$ cat src/assert_macros.svh
// assertion macros shared by the mixer rtl
// no dependencies; expects clk_i and rst_ni in the including scope
`ifndef ASSERT_MACROS_SVH
`define ASSERT_MACROS_SVH

`ifndef SYNTHESIS
`define GMO_ASSERT(lbl, prop, msg) \
  lbl: assert property (@(posedge clk_i) disable iff (!rst_ni) prop) else $error(msg);
`define GMO_ASSERT_RST(lbl, prop, msg) \
  lbl: assert property (@(posedge clk_i) prop) else $error(msg);
`else
`define GMO_ASSERT(lbl, prop, msg)
`define GMO_ASSERT_RST(lbl, prop, msg)
`endif

`endif

$ cat src/gmo_pkg.sv
// types and constants of the gain mixer
// no dependencies
package gmo_pkg;

  localparam int NUM_CH     = 4;
  localparam int MIN_CH     = 2;
  localparam int CH_IDX_W   = (NUM_CH > 1) ? $clog2(NUM_CH) : 1;
  localparam int SAMPLE_W   = 24;
  localparam int GAIN_W     = 16;
  localparam int FRAC_SHIFT = 12;
  localparam int PROD_W     = SAMPLE_W + GAIN_W;
  localparam int CONTRIB_W  = PROD_W - FRAC_SHIFT;
  localparam int CNT_W      = 3;
  localparam int CFG_IDX_W  = 3;
  localparam int CFG_DATA_W = 16;
  localparam int LATENCY    = 2 * NUM_CH + 1;

  localparam logic [CFG_IDX_W-1:0] CFG_CHANNEL_COUNT = 3'd0;
  localparam logic [CFG_IDX_W-1:0] CFG_GAIN_BASE     = 3'd1;

  localparam logic [CNT_W-1:0]           CNT_RESET  = 3'd4;
  localparam logic [GAIN_W-1:0]          GAIN_RESET = 16'd4096;
  localparam logic signed [SAMPLE_W-1:0] MIX_ONE    = 24'sd1048576;

  typedef struct packed {
    logic [NUM_CH-1:0]              en;
    logic [NUM_CH-1:0][GAIN_W-1:0] gain;
  } mix_cfg_t;

  typedef struct packed {
    logic                            valid;
    logic [NUM_CH-1:0][SAMPLE_W-1:0] sample;
    logic [SAMPLE_W-1:0]             sum;
    logic [NUM_CH-1:0]               peaks;
  } frame_t;

endpackage

$ cat src/gmo_cfg.sv
// configuration registers: channel count and per-channel gains
// depends on gmo_pkg
module gmo_cfg (
  input  logic                               clk_i,
  input  logic                               rst_ni,
  input  logic                               cfg_we_i,
  input  logic [gmo_pkg::CFG_IDX_W-1:0]      cfg_idx_i,
  input  logic [gmo_pkg::CFG_DATA_W-1:0]     cfg_wdata_i,
  output gmo_pkg::mix_cfg_t                  cfg_o
);
  import gmo_pkg::*;

  logic [CNT_W-1:0]              count_q;
  logic [NUM_CH-1:0][GAIN_W-1:0] gains_q;
  logic [CNT_W-1:0]              count_eff;

  always_ff @(posedge clk_i or negedge rst_ni) begin
    if (!rst_ni) begin
      count_q <= CNT_RESET;
      for (int c = 0; c < NUM_CH; c++) begin
        gains_q[c] <= GAIN_RESET;
      end
    end else if (cfg_we_i) begin
      if (cfg_idx_i == CFG_CHANNEL_COUNT) begin
        count_q <= cfg_wdata_i[CNT_W-1:0];
      end
      for (int c = 0; c < NUM_CH; c++) begin
        if (cfg_idx_i == CFG_IDX_W'(int'(CFG_GAIN_BASE) + c)) begin
          gains_q[c] <= cfg_wdata_i[GAIN_W-1:0];
        end
      end
    end
  end

  // clamp to the supported channel range
  always_comb begin
    count_eff = count_q;
    if (count_q < CNT_W'(MIN_CH)) begin
      count_eff = CNT_W'(MIN_CH);
    end else if (count_q > CNT_W'(NUM_CH)) begin
      count_eff = CNT_W'(NUM_CH);
    end
  end

  always_comb begin
    cfg_o.gain = gains_q;
    for (int c = 0; c < NUM_CH; c++) begin
      cfg_o.en[c] = (int'(count_eff) > c) && (gains_q[c] != '0);
    end
  end

endmodule

$ cat src/gmo_cell.sv
// one channel cell: multiply and shift, then range-checked accumulate
// depends on gmo_pkg and assert_macros.svh
`include "assert_macros.svh"

module gmo_cell (
  input  logic                           clk_i,
  input  logic                           rst_ni,
  input  logic [gmo_pkg::CH_IDX_W-1:0]   idx_i,
  input  logic                           en_i,
  input  logic [gmo_pkg::GAIN_W-1:0]     gain_i,
  input  gmo_pkg::frame_t                frame_i,
  output gmo_pkg::frame_t                frame_o
);
  import gmo_pkg::*;

  logic signed [PROD_W-1:0]    prod;
  logic signed [CONTRIB_W-1:0] contrib_wide;
  logic [CONTRIB_W-SAMPLE_W:0] top_bits;
  logic                        take_d;

  frame_t                      frame_a_q;
  logic [SAMPLE_W-1:0]         contrib_a_q;
  logic                        take_a_q;

  logic [SAMPLE_W:0]           mixed;
  logic                        accept_ok;
  frame_t                      frame_b_d;
  frame_t                      frame_b_q;

  // multiply stage
  always_comb begin
    prod         = $signed(frame_i.sample[idx_i]) * $signed(gain_i);
    contrib_wide = CONTRIB_W'(prod >>> FRAC_SHIFT);
    top_bits     = contrib_wide[CONTRIB_W-1:SAMPLE_W-1];
    take_d       = en_i && ((&top_bits) || (~|top_bits));
  end

  always_ff @(posedge clk_i or negedge rst_ni) begin
    if (!rst_ni) begin
      frame_a_q <= '0;
      take_a_q  <= 1'b0;
    end else begin
      frame_a_q <= frame_i;
      take_a_q  <= take_d;
    end
  end

  always_ff @(posedge clk_i) begin
    contrib_a_q <= contrib_wide[SAMPLE_W-1:0];
  end

  // accumulate stage
  always_comb begin
    mixed     = {frame_a_q.sum[SAMPLE_W-1], frame_a_q.sum}
              + {contrib_a_q[SAMPLE_W-1], contrib_a_q};
    accept_ok = take_a_q && (mixed[SAMPLE_W] == mixed[SAMPLE_W-1]);
    frame_b_d = frame_a_q;
    if (accept_ok) begin
      frame_b_d.sum        = mixed[SAMPLE_W-1:0];
      frame_b_d.peaks[idx_i] = $signed(contrib_a_q) > MIX_ONE;
    end
  end

  always_ff @(posedge clk_i or negedge rst_ni) begin
    if (!rst_ni) begin
      frame_b_q <= '0;
    end else begin
      frame_b_q <= frame_b_d;
    end
  end

  assign frame_o = frame_b_q;

  `GMO_ASSERT(a_cell_flow, frame_i.valid |-> ##2 frame_o.valid, "cell lost a request")
  `GMO_ASSERT(a_cell_keep, frame_a_q.valid && !accept_ok |=> frame_o.sum == $past(frame_a_q.sum), "rejected channel changed the sum")
  `GMO_ASSERT(a_cell_peak, !accept_ok |=> frame_o.peaks == $past(frame_a_q.peaks), "peak on skipped channel")

endmodule

$ cat src/gain_mixer_with_overflow_reject.sv
// gain mixer top level: config registers, chain of channel cells, output register
// each request passes the multiply and accumulate registers of every channel cell, then the output register
// throughput: one request per cycle, busy_o is always low; results cannot be stalled
// reset: channel count 4, all gains unity, pipeline emptied
// depends on gmo_pkg, gmo_cfg, gmo_cell and assert_macros.svh
`include "assert_macros.svh"

module gain_mixer_with_overflow_reject (
  input  logic                               clk_i,
  input  logic                               rst_ni,
  input  logic                               cfg_we_i,
  input  logic [gmo_pkg::CFG_IDX_W-1:0]      cfg_idx_i,
  input  logic [gmo_pkg::CFG_DATA_W-1:0]     cfg_wdata_i,
  input  logic                               start_i,
  output logic                               busy_o,
  input  logic signed [gmo_pkg::SAMPLE_W-1:0] sample_ch0_i,
  input  logic signed [gmo_pkg::SAMPLE_W-1:0] sample_ch1_i,
  input  logic signed [gmo_pkg::SAMPLE_W-1:0] sample_ch2_i,
  input  logic signed [gmo_pkg::SAMPLE_W-1:0] sample_ch3_i,
  output logic                               valid_o,
  output logic signed [gmo_pkg::SAMPLE_W-1:0] mix_out_o,
  output logic                               mix_peak_o,
  output logic [gmo_pkg::NUM_CH-1:0]         channel_peaks_o
);
  import gmo_pkg::*;

  mix_cfg_t            cfg;
  frame_t              chain [NUM_CH+1];
  logic                valid_q;
  logic [SAMPLE_W-1:0] mix_q;
  logic                peak_q;
  logic [NUM_CH-1:0]   peaks_q;

  assign busy_o = 1'b0;

  gmo_cfg u_cfg (
    .clk_i       (clk_i),
    .rst_ni      (rst_ni),
    .cfg_we_i    (cfg_we_i),
    .cfg_idx_i   (cfg_idx_i),
    .cfg_wdata_i (cfg_wdata_i),
    .cfg_o       (cfg)
  );

  always_comb begin
    chain[0].valid     = start_i && !busy_o;
    chain[0].sample[0] = sample_ch0_i;
    chain[0].sample[1] = sample_ch1_i;
    chain[0].sample[2] = sample_ch2_i;
    chain[0].sample[3] = sample_ch3_i;
    chain[0].sum       = '0;
    chain[0].peaks     = '0;
  end

  for (genvar c = 0; c < NUM_CH; c++) begin : g_cell
    gmo_cell u_cell (
      .clk_i   (clk_i),
      .rst_ni  (rst_ni),
      .idx_i   (CH_IDX_W'(c)),
      .en_i    (cfg.en[c]),
      .gain_i  (cfg.gain[c]),
      .frame_i (chain[c]),
      .frame_o (chain[c+1])
    );
  end

  always_ff @(posedge clk_i or negedge rst_ni) begin
    if (!rst_ni) begin
      valid_q <= 1'b0;
    end else begin
      valid_q <= chain[NUM_CH].valid;
    end
  end

  always_ff @(posedge clk_i) begin
    mix_q   <= chain[NUM_CH].sum;
    peak_q  <= $signed(chain[NUM_CH].sum) > MIX_ONE;
    peaks_q <= chain[NUM_CH].peaks;
  end

  assign valid_o         = valid_q;
  assign mix_out_o       = mix_q;
  assign mix_peak_o      = peak_q;
  assign channel_peaks_o = peaks_q;

  `GMO_ASSERT(a_req_done, start_i && !busy_o |-> ##LATENCY valid_o, "request produced no result")
  `GMO_ASSERT(a_no_ghost, valid_o |-> $past(start_i, LATENCY), "result without request")
  `GMO_ASSERT_RST(a_rst_quiet, !rst_ni |-> !valid_o, "strobe during reset")

endmodule

$ cat config.mk
export PLATFORM = sky130hd
export DESIGN_NAME = gain_mixer_with_overflow_reject
export DESIGN_NICKNAME = d
export VERILOG_FILES = /design/src/gmo_pkg.sv /design/src/gmo_cfg.sv /design/src/gmo_cell.sv /design/src/gain_mixer_with_overflow_reject.sv
export VERILOG_INCLUDE_DIRS = /design/src /design/src/src
export SDC_FILE = /design/constraint.sdc
export NUM_CORES = 2
export LEC_CHECK = 0
export BUFFER_PORTS_ARGS = -buffer_cell sky130_fd_sc_hd__buf_2
export CORE_ASPECT_RATIO = 0.7
export CORE_MARGIN = 3
export CORE_UTILIZATION = 55
export CTS_CLUSTER_DIAMETER = 120
export CTS_CLUSTER_SIZE = 25
export DETAILED_ROUTE_END_ITERATION = 12
export PLACE_DENSITY = 0.75
export SYNTH_ARGS = -nofsm -noshare
export SYNTH_HDL_FRONTEND = slang
export SYNTH_HIERARCHICAL = 1
export SYNTH_SLANG_ARGS = --single-unit
$ cat constraint.sdc
create_clock -name clk_i -period 7.8 [get_ports clk_i]
set_input_delay 1.17 -clock clk_i [delete_from_list [all_inputs] [get_ports clk_i]]
set_output_delay 1.17 -clock clk_i [all_outputs]
set_load 0.1 [all_outputs]
==> Word level (Yosys, flattened, before mapping) <==
Index checks and enable logic that the tools add are counted.
{ "totals": {"in_bits": 119, "wordCells": 119, "out_inout_bits": 31, "register_bits": 689} }
{ "classes": {"mux": 6, "addsub": 3, "reduce_logical": 37, "n_eq_ne": 7, "n_lt_le_gt_ge": 11, "n_mul": 4} }
{ "op_table": {"columns": ["op", "n"], "rows": [
  ["24-bit by 16-bit multiplier with 40-bit output", 4],
  ["24-bit by 22-bit greater-than comparator with 1-bit output (second input constant)", 5],
  ["28-bit two-way mux", 4],
  ["24-bit by 24-bit adder with 25-bit output", 3],
  ["16-bit nonzero test", 4],
  ["5-bit AND reduction", 4],
  ["5-bit OR reduction", 4],
  ["1-bit logical AND", 11],
  ["2-bit AND reduction", 5],
  ["3-bit by 2-bit equality test with 1-bit output (second input constant)", 2],
  ["3-bit by 1-bit greater-than comparator with 1-bit output (second input constant)", 2],
  ["3-bit by 2-bit greater-than comparator with 1-bit output (second input constant)", 2],
  ["3-bit two-way mux", 2],
  ["1-bit logical NOT", 4],
  ["1-bit logical OR", 4],
  ["1-bit equality test", 3],
  ["3-bit by 1-bit equality test with 1-bit output (second input constant)", 1],
  ["3-bit equality test (second input constant)", 1],
  ["3-bit greater-than comparator (second input constant)", 1],
  ["3-bit logical NOT", 1],
  ["3-bit by 2-bit < comparator with 1-bit output (second input constant)", 1]
]} }

==> Logic depth before layout (Yosys ltp) <==
{ "depth": {"ltp_word": 6, "mapped_depth": 28, "ltp_nobuf": 25} }

==> By module <==
The synthesis kept the hierarchy.
{ "modules_own_cells": {"columns": ["mod", "n_inst", "cells_each", "seq_area_each_um2", "area_each_um2"], "rows": [
  ["gmo_cell (g_cell[1].u_cell ...)", 2, 2063, 6761.5, 22386.5],
  ["gmo_cell (g_cell[3].u_cell)", 1, 2133, 6761.5, 22759.3],
  ["gmo_cell (g_cell[0].u_cell)", 1, 2051, 6761.5, 22457.8],
  ["gmo_cfg", 1, 168, 1682.9, 2844.0],
  ["gain_mixer_with_overflow_reject", 1, 42, 605.6, 683.2]
]} }

==> Worst setup path before layout <==
OpenSTA, ideal clock, no wires.
{ "synth_timing": {"kind": "input port to flip-flop", "start": "input port sample_ch0_i[23] (netlist bit)", "end": "register g_cell[0].u_cell.take_a_q", "setup_ns": 0.082, "required_time_ns": 7.718, "path_buffers": 1, "cell_stages": 25, "path_slack_ns": -0.205, "arrival_ns": 7.923, "path_cell_list": "mux4_2 -> clkbuf_1 -> nand2_1 -> inv_1 -> fa_1 -> fa_1 -> inv_1 -> fa_1 -> inv_1 -> fa_1 -> fa_1 -> inv_1 -> fa_1 -> inv_1 -> ha_1 -> a21o_1 -> a21o_1 -> a21oi_1 -> o21ai_0 -> a221o_1 -> nor3b_1 -> a21oi_1 -> xnor2_1 -> or4_1 -> o22ai_1"} }
{ "synth_via": {"elab_chain_cells": 5, "elab_cells_between_ends": 6} }
{ "synth_lines": {"columns": ["element", "line", "source"], "rows": [
  ["start, declared", "gain_mixer_with_overflow_reject.sv:16", "input logic signed [gmo_pkg::SAMPLE_W-1:0] sample_ch0_i,"],
  ["24-bit by 16-bit multiplier with 40-bit output (*)", "gmo_cell.sv:32", "prod = $signed(frame_i.sample[idx_i]) * $signed(gain_i);"],
  ["5-bit OR reduction", "gmo_cell.sv:35", "take_d = en_i && ((&top_bits) || (~|top_bits));"],
  ["1-bit logical NOT", "gmo_cell.sv:35", null],
  ["1-bit logical OR (*)", "gmo_cell.sv:35", null],
  ["1-bit logical AND (*)", "gmo_cell.sv:35", null],
  ["net g_cell[0].u_cell.take_d", "gmo_cell.sv:19", "logic take_d;"],
  ["end signal, assigned", "gmo_cell.sv:44", "take_a_q <= take_d;"],
  ["end, declared", "gmo_cell.sv:23", "logic take_a_q;"]
]} }
Mark *: on every way through the listed nets, which the timed path passes. The rest lies on a longest branch.
A chain may end at the register's enable or synchronous reset.

==> Worst setup path after layout <==
{ "layout_timing": {"start": "register g_cell[0].u_cell.frame_b_q (netlist bit g_cell[0].u_cell/frame_o[57])", "end": "register g_cell[1].u_cell.take_a_q"} }
{ "layout_via": {"elab_chain_cells": 5, "elab_cells_between_ends": 6} }
{ "layout_lines": {"columns": ["element", "line", "source"], "rows": [
  ["start, declared", "gmo_cell.sv:28", "frame_t frame_b_q;"],
  ["start signal, assigned", "gmo_cell.sv:68", "frame_b_q <= frame_b_d;"],
  ["24-bit by 16-bit multiplier with 40-bit output (*)", "gmo_cell.sv:32", null],
  ["5-bit OR reduction", "gmo_cell.sv:35", null],
  ["1-bit logical NOT", "gmo_cell.sv:35", null],
  ["1-bit logical OR (*)", "gmo_cell.sv:35", null],
  ["1-bit logical AND (*)", "gmo_cell.sv:35", null],
  ["net g_cell[1].u_cell.take_d", "gmo_cell.sv:19", null],
  ["end signal, assigned", "gmo_cell.sv:44", null],
  ["end, declared", "gmo_cell.sv:23", null]
]} }
Marks and branches as above.

==> out/results.ini <==
[global_routing]
antenna_found_initial = 20
grt_pass1_vias = 64200
grt_pass1_wl_mm = 377
grt_use_total_pct = 29.8
overflow = 0
grt_max_degree = 196

[worst_setup_path]
crit_fanout = 10
rr_startpoint = g_cell[0].u_cell/frame_o[57]
cp-end-kind = register
crit_required_ns = 8.46
arrival_ns = 8.18
worstReg2RegEnd = g_cell[1].u_cell/take_a_q
crit_path_start_kind = register
path_class = reg -> reg
reg2reg_slack_ns = 0.28
reg2regPathDepth = 24

[hold_path]
hold_path_class = reg -> reg
whs_endpoint = g_cell[1].u_cell/frame_o[114]
hold_depth = 0
min_from = g_cell[1].u_cell/frame_a_q[114]

[final_layout]
fillers = 12800
synthToLayoutAreaGrowth_pct = 7.27
fin_nets = 10700
drive_gt1_share_pct = 8.88
final_core_util_pct = 59.8

[clock_network]
cts_tree = yes
cts_buffers = 51
htreeDepth = 2
cts.sinks = 1005
insertion_delay_ns = 0.74
clockBufferDepth = 3
postCtsHoldBufs = 0
path_clk_slew_ns = 0.12
cts-root-buf = clkbuf_16

[logic_synthesis]
synth.avg_cell_area_um2 = 10.7
postSynthCellCount = 8328
post_synth_instance_area_um2 = 88700
synth_warnings = 6

[placed_design]
io_buffers = 148
pre_cts_slack_ns = -0.532
place_congestion = 0.951
dp_hpwl_mm = 193

[route]
finalWirelength_mm = 240
drc_errors = 0
drtAntennaViolNets = 0
via_count = 59600
wl_per_cell_um = 22.3
first_iter_violations = 5447
dr.pass1.iters = 9
viasPerCell = 5.55

[sta]
hold_viol = 0
fin_ws_ns = 0.277
report.final.slew_viol_count = 0
rsz0062_at_grt = no
tightest_slew_ns = 1.25
finalCritPeriodShare_pct = 96.4
worst_slew_margin_rel_pct = 16.6
skew_ns = 0.0587
fmax_ghz = 0.133
min_period_ns = 7.52
finalSetupViolCount = 0

[job]
cap_violations = 0

[floorplan]
core_um2 = 159000
die_area_um2 = 166000
die-height_um = 342
io_pins = 150
die_width_um = 486
row_count = 122
start_util_pct = 55.7

[status]
status = completed

-- per-layer routing --
metal	share of wire, %	vias to the layer above	global-route usage (%)
met4	4.1	6	10.9
met1	40	30600	41.6
met2	45	2843	45.5
met3	11	468	7.60
li1	-	25600	-
met5	0.017	-	0
-- critical path, cell delays in order, from the launching register on --
cell and delay [ns]:
dfrtp_1 0.43, mux4_2 0.67, buf_4 0.27, and2_1 0.18, fa_1 0.47, inv_1 0.05, fa_1 0.42, fa_1 0.55
inv_1 0.06, fa_1 0.46, fa_1 0.52, inv_1 0.05, fa_1 0.47, inv_1 0.04, ha_1 0.32, a211oi_1 0.23
o21bai_1 0.14, o21ai_1 0.31, nand4_1 0.22, o21ai_1 0.26, nand2_1 0.14, a221o_1 0.37, a21o_1 0.17, or4_1 0.47
a21boi_1 0.16
-- sequential cells by signal, indices dropped and copies added, names as in the netlist --
name / count
channel_peaks_o: 4
g_cell.u_cell/contrib_a_q: 96
g_cell.u_cell/frame_a_q: 404
g_cell.u_cell/frame_o: 404
g_cell.u_cell/take_a_q: 4
mix_out_o: 24
mix_peak_o: 1
u_cfg/cfg_o: 64
u_cfg/count_q: 3
valid_o: 1
-- worst max-delay path by stage --
stage                                            to  depth (start not counted)                          start
after floorplan           g_cell[0].u_cell/take_a_q                         25               sample_ch0_i[23]
after global placement    g_cell[0].u_cell/take_a_q                         24               sample_ch0_i[17]
after detailed placement  g_cell[0].u_cell/take_a_q                         24               sample_ch0_i[17]
after CTS                 g_cell[2].u_cell/take_a_q                         23   g_cell[1].u_cell/frame_o[99]
after global routing      g_cell[3].u_cell/take_a_q                         22  g_cell[2].u_cell/frame_o[106]
final                     g_cell[1].u_cell/take_a_q                         24   g_cell[0].u_cell/frame_o[57]
-- final cells by class --
| class | instances | area [um2] | share of cell area, % |
|---|---|---|---|
| Antenna cell | 20 | 50.0 | 0.0526 |
| Clock buffer | 82 | 1410 | 1.49 |
| Clock inverter | 13 | 251 | 0.264 |
| Inverter | 1866 | 7000 | 7.36 |
| Multi-Input combinational cell | 5201 | 56200 | 59.0 |
| Sequential cell | 1005 | 24500 | 25.8 |
| Tap cell | 2108 | 2640 | 2.77 |
| Timing Repair Buffer | 449 | 3120 | 3.28 |
-- cell usage in the layout, fill, tap and decap left out, types with 30 or more instances in the layout --
cell and n:
a21o_1 72, xnor2_1 136, mux2_2 63, xor2_1 80, inv_1 1863, dfrtp_1 875
nor2_1 170, o21a_1 30, nor4_1 43, buf_4 292, ha_1 476, fa_1 1493
o21ai_0 165, clkbuf_16 52, mux4_2 93, clkbuf_1 30, o21bai_1 35, nand2_1 1004
nor3_1 35, nand3_1 32, dfxtp_1 125, nand2b_1 48, buf_2 147, and2_1 605
a21oi_1 190, conb_1 37, nand4_1 41, mux2_4 31
-- through the flow --
step / std cells / hold WS [ns] / setup TNS (ns) / area (um2)
floorplan: 8363 / 0.324 / 0 / 88900
global placement: 10600 / 0.331 / -0.727 / 93400
detailed placement: 10600 / 0.335 / -1.34 / 93400
CTS: 10700 / 0.329 / 0 / 95000
global route: 10700 / 0.329 / 0 / 95100
finish: 10700 / 0.332 / 0 / 95200
-- repair_timing --
item	CTS	global route
setup endpoints to repair	0	3
setup buffers	0	3
gates resized for setup	0	8
Power is not shown: default switching activity piles up to over one toggle a cycle in this logic, so the estimate is an artifact.
